===== config.mk =====
export PLATFORM = sky130hd
export DESIGN_NAME = rv32i_immediate_alu_execute
export DESIGN_NICKNAME = d
export VERILOG_FILES = /design/src/hw/rtl/rv32ialu_pkg.sv /design/src/hw/rtl/rv32i_immediate_alu_execute.sv
export SDC_FILE = /design/constraint.sdc
export NUM_CORES = 2
export LEC_CHECK = 0
export CORE_MARGIN = 4
export CORE_UTILIZATION = 57
export DETAILED_ROUTE_END_ITERATION = 8
export DONT_BUFFER_PORTS = 1
export MAX_ROUTING_LAYER = met4
export PLACE_DENSITY = 0.72
export SLEW_MARGIN = 10
export SYNTH_ARGS = -nofsm -noshare
export SYNTH_HDL_FRONTEND = slang
export SYNTH_SLANG_ARGS = --single-unit

===== constraint.sdc =====
create_clock -name clk -period 10.3 [get_ports clk]
set_clock_uncertainty 0.1 [all_clocks]
set_input_delay 0 -clock clk [delete_from_list [all_inputs] [get_ports clk]]
set_output_delay 0 -clock clk [all_outputs]
set_load 0.03 [all_outputs]

===== src/hw/rtl/rv32ialu_pkg.sv =====
// ----------------------------------------------------------------------------
// rv32ialu_pkg
// Shared constants and types for the RV32I register-immediate execute block.
// ----------------------------------------------------------------------------
package rv32ialu_pkg;

  localparam int PC_STEP  = 4;
  localparam int NUM_REGS = 32;
  localparam int RIDX_W   = $clog2(NUM_REGS);

  localparam int XLEN     = 32;
  localparam int IDX_W    = 5;
  localparam int IMM_W    = 12;
  localparam int IN_DW    = 104;
  localparam int OUT_DW   = 72;

  // Kind of request carried in in_tuser.
  localparam logic OP_EXEC  = 1'b0;
  localparam logic OP_WRITE = 1'b1;

  typedef enum logic [2:0] {
    F3_ADDI  = 3'd0,
    F3_SLLI  = 3'd1,
    F3_SLTI  = 3'd2,
    F3_SLTIU = 3'd3,
    F3_XORI  = 3'd4,
    F3_SRXI  = 3'd5,
    F3_ORI   = 3'd6,
    F3_ANDI  = 3'd7
  } funct3_t;

  // True when the register number names a stored entry (not x0, not past the file).
  function automatic logic reg_stored(input logic [IDX_W-1:0] idx);
    reg_stored = (idx != '0) && ({1'b0, idx} < (IDX_W + 1)'(NUM_REGS));
  endfunction

endpackage


===== src/hw/rtl/rv32i_immediate_alu_execute.sv =====
// ----------------------------------------------------------------------------
// rv32i_immediate_alu_execute
// RV32I I-type ALU execute stage around a synchronous register file memory.
// ----------------------------------------------------------------------------
//  channel | direction | contents
//  --------+-----------+----------------------------------------------------
//  in_*    | slave     | tuser: opcode; tdata: instruction, PC, direct write
//  out_*   | master    | tdata: dest index, dest value, next PC
//
// One request per cycle while out_tready is high. A request first reads rs1
// from the register file memory (one read port, registered read) and then
// executes and writes back while its result loads the output register. A
// write made in the cycle of the following read is forwarded. After reset
// every entry reads as zero through per-entry valid bits. When out_tready is
// low, the execute stage holds once the output register is full, and in_tready
// drops only once both the execute stage and the output register are full.
module rv32i_immediate_alu_execute (
  input  logic                            clk,
  input  logic                            rst_n,
  input  logic                            in_tvalid,
  output logic                            in_tready,
  // [31:0] instr_word, [63:32] instr_addr, [68:64] write_index,
  // [100:69] write_value, [103:101] zero
  input  logic [rv32ialu_pkg::IN_DW-1:0]  in_tdata,
  // [0] opcode
  input  logic                            in_tuser,
  output logic                            out_tvalid,
  input  logic                            out_tready,
  // [4:0] dest_index, [36:5] dest_value, [68:37] next_pc, [71:69] zero
  output logic [rv32ialu_pkg::OUT_DW-1:0] out_tdata
);

  localparam int XLEN   = rv32ialu_pkg::XLEN;
  localparam int IDX_W  = rv32ialu_pkg::IDX_W;
  localparam int RIDX_W = rv32ialu_pkg::RIDX_W;

  // Input field split.
  logic [XLEN-1:0]  in_word;
  logic [XLEN-1:0]  in_addr;
  logic [IDX_W-1:0] in_widx;
  logic [XLEN-1:0]  in_wval;
  logic [IDX_W-1:0] in_rs1;
  logic             in_acc;

  assign in_word = in_tdata[31:0];
  assign in_addr = in_tdata[63:32];
  assign in_widx = in_tdata[68:64];
  assign in_wval = in_tdata[100:69];
  assign in_rs1  = in_word[19:15];

  // Register file memory and its valid bits.
  logic [XLEN-1:0]     rf_mem [rv32ialu_pkg::NUM_REGS];
  logic [XLEN-1:0]     rf_q_r;
  logic [rv32ialu_pkg::NUM_REGS-1:0] rf_vld_r;

  // Execute stage.
  logic             s1_vld_r;
  logic             s1_op_r;
  logic [XLEN-1:0]  s1_word_r;
  logic [XLEN-1:0]  s1_addr_r;
  logic [IDX_W-1:0] s1_widx_r;
  logic [XLEN-1:0]  s1_wval_r;
  logic             s1_rdvld_r;
  logic             s1_fwd_r;
  logic [XLEN-1:0]  s1_fwdval_r;
  logic             s1_adv;

  // Output register.
  logic             out_vld_r;
  logic [IDX_W-1:0] out_idx_r;
  logic [XLEN-1:0]  out_val_r;
  logic [XLEN-1:0]  out_pc_r;

  // Execute logic.
  logic [IDX_W-1:0] ex_idx;
  logic [XLEN-1:0]  ex_val;
  logic [XLEN-1:0]  ex_pc;
  logic [XLEN-1:0]  ex_a;
  logic [XLEN-1:0]  ex_imm;
  logic [4:0]       ex_sh;
  logic [2:0]       ex_f3;
  logic [XLEN-1:0]  alu_r;
  logic             wr_en;

  assign s1_adv    = !out_vld_r || out_tready;
  assign in_tready = !s1_vld_r || s1_adv;
  assign in_acc    = in_tvalid && in_tready;

  assign ex_imm = {{(XLEN - rv32ialu_pkg::IMM_W){s1_word_r[31]}}, s1_word_r[31:20]};
  assign ex_sh  = s1_word_r[24:20];
  assign ex_f3  = s1_word_r[14:12];

  always_comb begin
    if (s1_fwd_r) begin
      ex_a = s1_fwdval_r;
    end else if (s1_rdvld_r) begin
      ex_a = rf_q_r;
    end else begin
      ex_a = '0;
    end
  end

  always_comb begin
    unique case (rv32ialu_pkg::funct3_t'(ex_f3))
      rv32ialu_pkg::F3_ADDI:  alu_r = ex_a + ex_imm;
      rv32ialu_pkg::F3_SLLI:  alu_r = ex_a << ex_sh;
      rv32ialu_pkg::F3_SLTI:  alu_r = {{(XLEN-1){1'b0}}, $signed(ex_a) < $signed(ex_imm)};
      rv32ialu_pkg::F3_SLTIU: alu_r = {{(XLEN-1){1'b0}}, ex_a < ex_imm};
      rv32ialu_pkg::F3_XORI:  alu_r = ex_a ^ ex_imm;
      rv32ialu_pkg::F3_SRXI: begin
        if (s1_word_r[30]) begin
          alu_r = XLEN'($signed(ex_a) >>> ex_sh);
        end else begin
          alu_r = ex_a >> ex_sh;
        end
      end
      rv32ialu_pkg::F3_ORI:   alu_r = ex_a | ex_imm;
      rv32ialu_pkg::F3_ANDI:  alu_r = ex_a & ex_imm;
      default:                alu_r = ex_a & ex_imm;
    endcase
  end

  always_comb begin
    if (s1_op_r == rv32ialu_pkg::OP_WRITE) begin
      ex_idx = s1_widx_r;
      ex_val = s1_wval_r;
      ex_pc  = '0;
    end else begin
      ex_idx = s1_word_r[11:7];
      ex_val = alu_r;
      ex_pc  = s1_addr_r + XLEN'(rv32ialu_pkg::PC_STEP);
    end
  end

  assign wr_en = s1_vld_r && s1_adv && rv32ialu_pkg::reg_stored(ex_idx);

  // Memory write port and registered read port; the read is taken only when
  // a request enters, so the read data holds while the execute stage stalls.
  always_ff @(posedge clk) begin
    if (wr_en) begin
      rf_mem[ex_idx[RIDX_W-1:0]] <= ex_val;
    end
    if (in_acc) begin
      rf_q_r <= rf_mem[in_rs1[RIDX_W-1:0]];
    end
  end

  always_ff @(posedge clk) begin
    if (!rst_n) begin
      rf_vld_r  <= '0;
      s1_vld_r  <= 1'b0;
      out_vld_r <= 1'b0;
    end else begin
      if (wr_en) begin
        rf_vld_r[ex_idx[RIDX_W-1:0]] <= 1'b1;
      end
      if (in_acc) begin
        s1_vld_r <= 1'b1;
      end else if (s1_adv) begin
        s1_vld_r <= 1'b0;
      end
      if (s1_adv) begin
        out_vld_r <= s1_vld_r;
      end
    end
  end

  // Execute stage payload. The read issued at this edge misses a write made
  // at the same edge, so that write is captured for forwarding.
  always_ff @(posedge clk) begin
    if (in_acc) begin
      s1_op_r     <= in_tuser;
      s1_word_r   <= in_word;
      s1_addr_r   <= in_addr;
      s1_widx_r   <= in_widx;
      s1_wval_r   <= in_wval;
      s1_rdvld_r  <= rv32ialu_pkg::reg_stored(in_rs1) && rf_vld_r[in_rs1[RIDX_W-1:0]];
      s1_fwd_r    <= wr_en && (ex_idx == in_rs1);
      s1_fwdval_r <= ex_val;
    end
    if (s1_vld_r && s1_adv) begin
      out_idx_r <= ex_idx;
      out_val_r <= ex_val;
      out_pc_r  <= ex_pc;
    end
  end

  assign out_tvalid = out_vld_r;
  assign out_tdata  = {3'b000, out_pc_r, out_val_r, out_idx_r};

endmodule

Word-level counts from Yosys, hierarchy flattened:

Memories as Yosys holds them, arrays and structs flattened. A register that Yosys moved wholly into a read port is not among the register bits.
Index checks and enable logic that the tools add are counted.

* word-level logic and storage cells: 65
* memory bits (writable): 1024
* memories kept: 1
* bits in latches: 0
* register bits: 239
* bits in read-only memories: 0
* input port bits: 109

Memory list
* rf_mem: depth 32, bits a word 32, rd ports 1, clocked after memory_dff 1, write ports 1, RTL line rv32i_immediate_alu_execute.sv:52 `logic [XLEN-1:0] rf_mem [rv32ialu_pkg::NUM_REGS];`

* magnitude comparators: 5
* div/mod/pow operators: 0
* equality and inequality tests: 8
* shift operators: 3
* bitwise logic cells: 4
* add/subtract/negate cells: 2
* reductions and logical operators: 14
* muxes and demuxes: 14
* multiply operators: 0

Operators by type and width (count)
* 32-bit case mux with 8 select lines: 1
* 32-bit 2-to-1 mux: 4
* 32-bit bitwise OR: 2
* 32-bit by 3-bit adder with 32-bit output (second input constant): 1
* 32-bit adder: 1
* 32-bit bitwise AND: 1
* 32-bit by 12-bit less-than comparator with 1-bit output: 1
* 32-bit less-than comparator: 1
* 32-bit by 5-bit left shift with 32-bit output: 1
* 32-bit by 5-bit >> shifter with 32-bit output: 1
* 32-bit by 5-bit >>> shifter with 32-bit output: 1
* 32-bit bitwise XOR: 1
* 3-bit == test (second input constant): 4
* 5-bit by 6-bit less-than comparator with 1-bit output (second input constant): 2
* 5-bit nonzero test: 2
* 3-bit by 2-bit == test with 1-bit output (second input constant): 2
* 1-bit logical AND: 6
* 1-bit 2-to-1 mux: 6
* 1-bit binary-select mux with 5-bit select: 1
* 1-bit demux with 5-bit select: 1
* 5-bit == test: 1
* 5-bit by 1-bit greater-or-equal comparator with 1-bit output (second input constant): 1
* 5-bit 2-to-1 mux: 1
* 3-bit by 1-bit == test with 1-bit output (second input constant): 1
* 4 further kinds: 6

Logic depth before layout (Yosys ltp):

* depth in word-level cells: 6
* depth in mapped cells: 16
* gate-level depth less buffers: 12

Worst setup path after synthesis:

No wires, ideal clock.

* path type: register to register
* start: register out_vld_r (netlist: out_tvalid)
* end: memory rf_mem[4][0] (enable)
* stages on the path, launching flop included: 7
* arrival: 4.993 ns
* period minus slack after synthesis: 5.556 ns
* path buffers: 1
* required time: 9.737 ns
* library setup time: 0.463 ns
* slack: 4.744 ns
* path through: dfxtp_1 -> nor2b_1 -> nand2b_1 -> clkbuf_1 -> inv_1 -> o21ai_0 -> nor3_1

* longest elaborated chain between the ends: 6

Ends and longest elaborated chain
* start: declaration: RTL line rv32i_immediate_alu_execute.sv:69 `logic out_vld_r;`
* start signal: assignment: RTL line rv32i_immediate_alu_execute.sv:163 `out_vld_r <= s1_vld_r;`
* 1-bit logical NOT: RTL line rv32i_immediate_alu_execute.sv:85 `assign s1_adv = !out_vld_r || out_tready;`
* 1-bit logical OR: RTL line rv32i_immediate_alu_execute.sv:85
* 1-bit logical AND (2 in a row): RTL line rv32i_immediate_alu_execute.sv:135 `assign wr_en = s1_vld_r && s1_adv && rv32ialu_pkg::reg_stored(ex_idx);`
* 1-bit 2-to-1 mux: RTL line rv32i_immediate_alu_execute.sv:140 `if (wr_en) begin`
* 1-bit 2-to-1 mux (not written as such): RTL line rv32i_immediate_alu_execute.sv:141 `rf_mem[ex_idx[RIDX_W-1:0]] <= ex_val;`
* end: declaration: RTL line rv32i_immediate_alu_execute.sv:52

Every way passes these cells.

Final worst setup path:

* start: register s1_fwd_r
* end: memory rf_mem[9][24] (data pin)

* longest elaborated chain between the ends: 5
* elaborated cells between the ends (all ways): 11
* those cells by class: add/sub (1); shift (3); mux (4); bitwise (3)

Ends and longest elaborated chain
* start: declaration: RTL line rv32i_immediate_alu_execute.sv:64 `logic s1_fwd_r;`
* start signal: assignment: RTL line rv32i_immediate_alu_execute.sv:178 `s1_fwd_r <= wr_en && (ex_idx == in_rs1);`
* 32-bit 2-to-1 mux *: RTL line rv32i_immediate_alu_execute.sv:94 `if (s1_fwd_r) begin`
* branches (longest 2 deep; another with 32-bit adder)
* 32-bit case mux with 8 select lines *: RTL line rv32i_immediate_alu_execute.sv:104 `unique case (rv32ialu_pkg::funct3_t'(ex_f3))`
* 32-bit 2-to-1 mux *: RTL line rv32i_immediate_alu_execute.sv:124 `if (s1_op_r == rv32ialu_pkg::OP_WRITE) begin`
* via ex_val[24]: RTL line rv32i_immediate_alu_execute.sv:76 `logic [XLEN-1:0] ex_val;`

Mark *: on every way through the listed nets, which the timed path passes.

==> impl_results.md <==
- Starting Density: 57.5%
- GP Congestion: 0.984
- Die area: 105000 sq um
- CP max-delay cell: o311ai_1
- Initial antenna violation count: 6
- Final max-slew violation count: 0
- Chip height: 323 microns
- Seq cells post-synth: 1282
- Vias in the first global route: 33000
- Worst-Margin Slew: around 1.3 ns
- Layout area overhead: 14.0%
- Ys flop type: edfxtp_1
- DR pass1 iterations: 6
- Reg2Reg Launch Point: s1_fwd_r
- Setup-failing EPs final: 0
- Clock transition at path regs: ~0.060 ns
- Sequential fraction of the synthesis area: 67.3%
- Worst-path fanout max: 75
- Final ANT Viol Nets: 0
- Post-Route Utilization: approximately two thirds
- Post-DP HPWL: a little over 90000 microns
- I/O Buffers: 0
- Syn Inst Count: roughly 3200
- CTS tree: done
- Setup TNS: 0 ns
- Static Leak: approximately 0.021 uW
- DRT Wirelength: 166000 microns
- Top post-synthesis cells by area: edfxtp_1, mux4_2, ha_1
- Critical path's largest stage delay: 0.89 ns
- Post-CTS resize count: 0
- # IOs: 183
- Worst Setup End Kind: register
- Reg2reg end: rf_mem[9][24]
- First-pass GRT wire length: 237000 microns
- GRT overflow: 0
- Clock sinks: approximately 1300
- Worst VDD drop: ~0.15 mV
- Final Cycle Share: 54.7%
- Share of Yosys cell area claimed by the top area cell type: 66.1%
- Synth async-reset ratio: 0%
- Starting DRC count in detailed routing: 3935
- Leading cell types by count after synthesis: edfxtp_1, mux4_2, nor2_1
- Final nets: 3667
- Routed WL per cell: 34.3 microns
- Post-synth top area cell: edfxtp_1
- Fillcell total: 6430
- Residual DRC: 0
- CP Data Required Time: around 11 ns
- Root buf cell: clkbuf_16
- CP Launch Type: register
- Worst r2r path cells: 12
- Reg2reg setup slack: 4.67 ns
- Max-cap viol count: 0
- Post-CTS Setup Bufs: 0
- Gr usage total: approximately 33%
- CTS buffer count: 121
- Total power: 11500 uW
- CP Class: reg2reg
- Number of synthesized flops with an enable pin: 1249
- Post-synth cell types: 91
- Most common cell in the synthesized netlist: edfxtp_1
- CP Cell Sequence: buf_4, nor2b_1, a22o_1, fa_1, nor2b_1, o21ai_0, a311oi_2, o311ai_1, a41oi_2, xnor2_1, a2111oi_1, a21oi_4
- Max-slew headroom: 15.2%
- RSZ-0062 raised after global routing: false
- Arr. time, crit path: around 6 ns
- CTS max path bufs: 3
- Post-cts hold buffer count: 204
- Later-pin clock latency in the skew report: between 0.7 and 0.8 ns
- CP endpoint: rf_mem[9][24]
- CTS H-Tree Depth: 3
- Post-Syn Area per Cell: 17.7 sq um
- Hold/Removal Path Class: in2reg
- Die W: 323 microns
- Largest net degree at the start of global routing: 249
- Post-synthesis instance area: about 57000 sq um
- Critical Path Source: s1_fwd_r
- Core region area: 98600 sq um
- Minimum clock period: between 5 and 6 ns
- FMAX: 178 MHz
- Share of cells above drive strength 1: 22.7%
- Vias: around 33000
- P per Cell Area: 178 nW/um^2
- Yosys warns: 0
- Status: completed
- Via density: 6.82
- Row cnt: between 100 and 150
- Final Hold Viols: 0
- Cell mode on critical path: nor2b_1
==> placed cells by master, fill, tap and decap left out, drive strengths merged, types with 8 or more instances in the layout <==
cell type,netlist,routed
xor2,25,25
a21oi,118,118
edfxtp,1249,1249
dfxtp,33,33
nor2b,19,19
a211oi,22,22
a21o,11,11
nor3,32,32
a2111oi,8,8
buf,78,107
nand2,148,148
clkbuf,124,155
xnor2,22,22
or3,12,12
o21bai,10,10
o22ai,15,15
mux2i,66,66
ha,98,98
dlygate4sd3,0,199
a221oi,13,13
nand3,31,31
conb,1,35
nand4,10,10
a31oi,8,8
and2,25,25
a32oi,13,13
o21ai,94,94
mux4,395,395
o211ai,16,16
o221ai,17,17
clkinv,1,62
nand3b,25,25
a21boi,10,10
inv,92,96
nor2,155,155
mux2,46,46
o21a,40,40
==> where the power goes <==
group	internal (uW)	switching, uW	total (uW)	leakage [uW]
combinational	453	748	1200	0.00776
clock	2370	1950	4310	0.00189
sequential	5940	80.9	6020	0.0117
==> state kept, by name, summed over array words and instances, names as in the netlist <==
name / count
s1_word_r: 20
s1_vld_r: 1
rf_q_r: 32
s1_widx_r: 5
s1_fwdval_r: 32
out_idx_r: 5
s1_fwd_r: 1
s1_rdvld_r: 1
s1_op_r: 1
out_val_r: 32
rf_mem: 1024
out_pc_r: 32
s1_wval_r: 32
s1_addr_r: 32
out_tvalid: 1
rf_vld_r: 31
==> routing by layer <==
layer  share of wire, %  track usage, %  wire length (microns)  up-vias
met1                 37            42.6                  61500    17400
met3                8.2            4.79                  13600      374
li1                   -               -                      -    13500
met2                 51            54.3                  84100     1882
met4                4.3            11.9                   7140        0
met5                  0               -                      0        -
==> critical path: cells and delay by family (launching register included) <==
kind,cells,cell delay (ns)
AOI/OAI and AO/OA,7,3.07
xor gates and xnor gates,1,0.18
adders and majority gates,1,0.48
buffers and inverters,1,0.53
DFF,1,0.34
and+or+nand+nor,2,0.48
==> layout make-up <==
type,instances,area [sq um],area share (%)
diodes,4,10.0,0.0155
inverters,93,352,0.544
flip-flops and latches,1282,38200,59.0
clock inverters,70,584,0.904
well taps,1287,1610,2.49
repair buffers,306,2910,4.50
clock buffers,155,3260,5.04
multi-input cells,1655,17800,27.5
==> logic make-up (layout without fill, tap and decap cells) <==
logic type      after synthesis  count (layout)  synth area share, %
other cells                   1              39              0.00661
compound gates              469             469                 5.63
flops                      1282            1282                 67.3
mux                         507             507                 17.8
fa+ha+maj                    99              99                 2.20
xor+xnor                     47              47                0.726
simple gates                498             498                 4.14
buf+inv                     295             624                 2.23
==> through the flow <==
step	cell area (sq um)	hold WS [ns]	worst slack, ns	cells
6_report	64700	0.0591	4.67	4852
5_1_grt	64700	0.0548	4.36	4850
4_1_cts	64600	0.000814	4.53	4845
3_5_place_dp	58600	-0.00108	4.54	4416
3_3_place_gp	58600	-0.00106	4.72	4416
2_1_floorplan	56800	-0.00113	4.74	3232
==> worst min-delay path by stage <==
stage	from	endpoint	slack (ns)	cells after the start
3_3_place_gp	in_tdata[67]	s1_widx_r[3]	-0.001	0
5_1_grt	in_tdata[15]	rf_q_r[5]	0.05	3
3_5_place_dp	in_tdata[64]	s1_widx_r[0]	-0.001	0
4_1_cts	in_tdata[18]	rf_q_r[9]	0.0008	3
2_1_floorplan	in_tdata[32]	s1_addr_r[0]	-0.001	0
6_report	in_tdata[16]	s1_rdvld_r	0.06	5
Note: power is estimated with default switching activity, not from simulation.
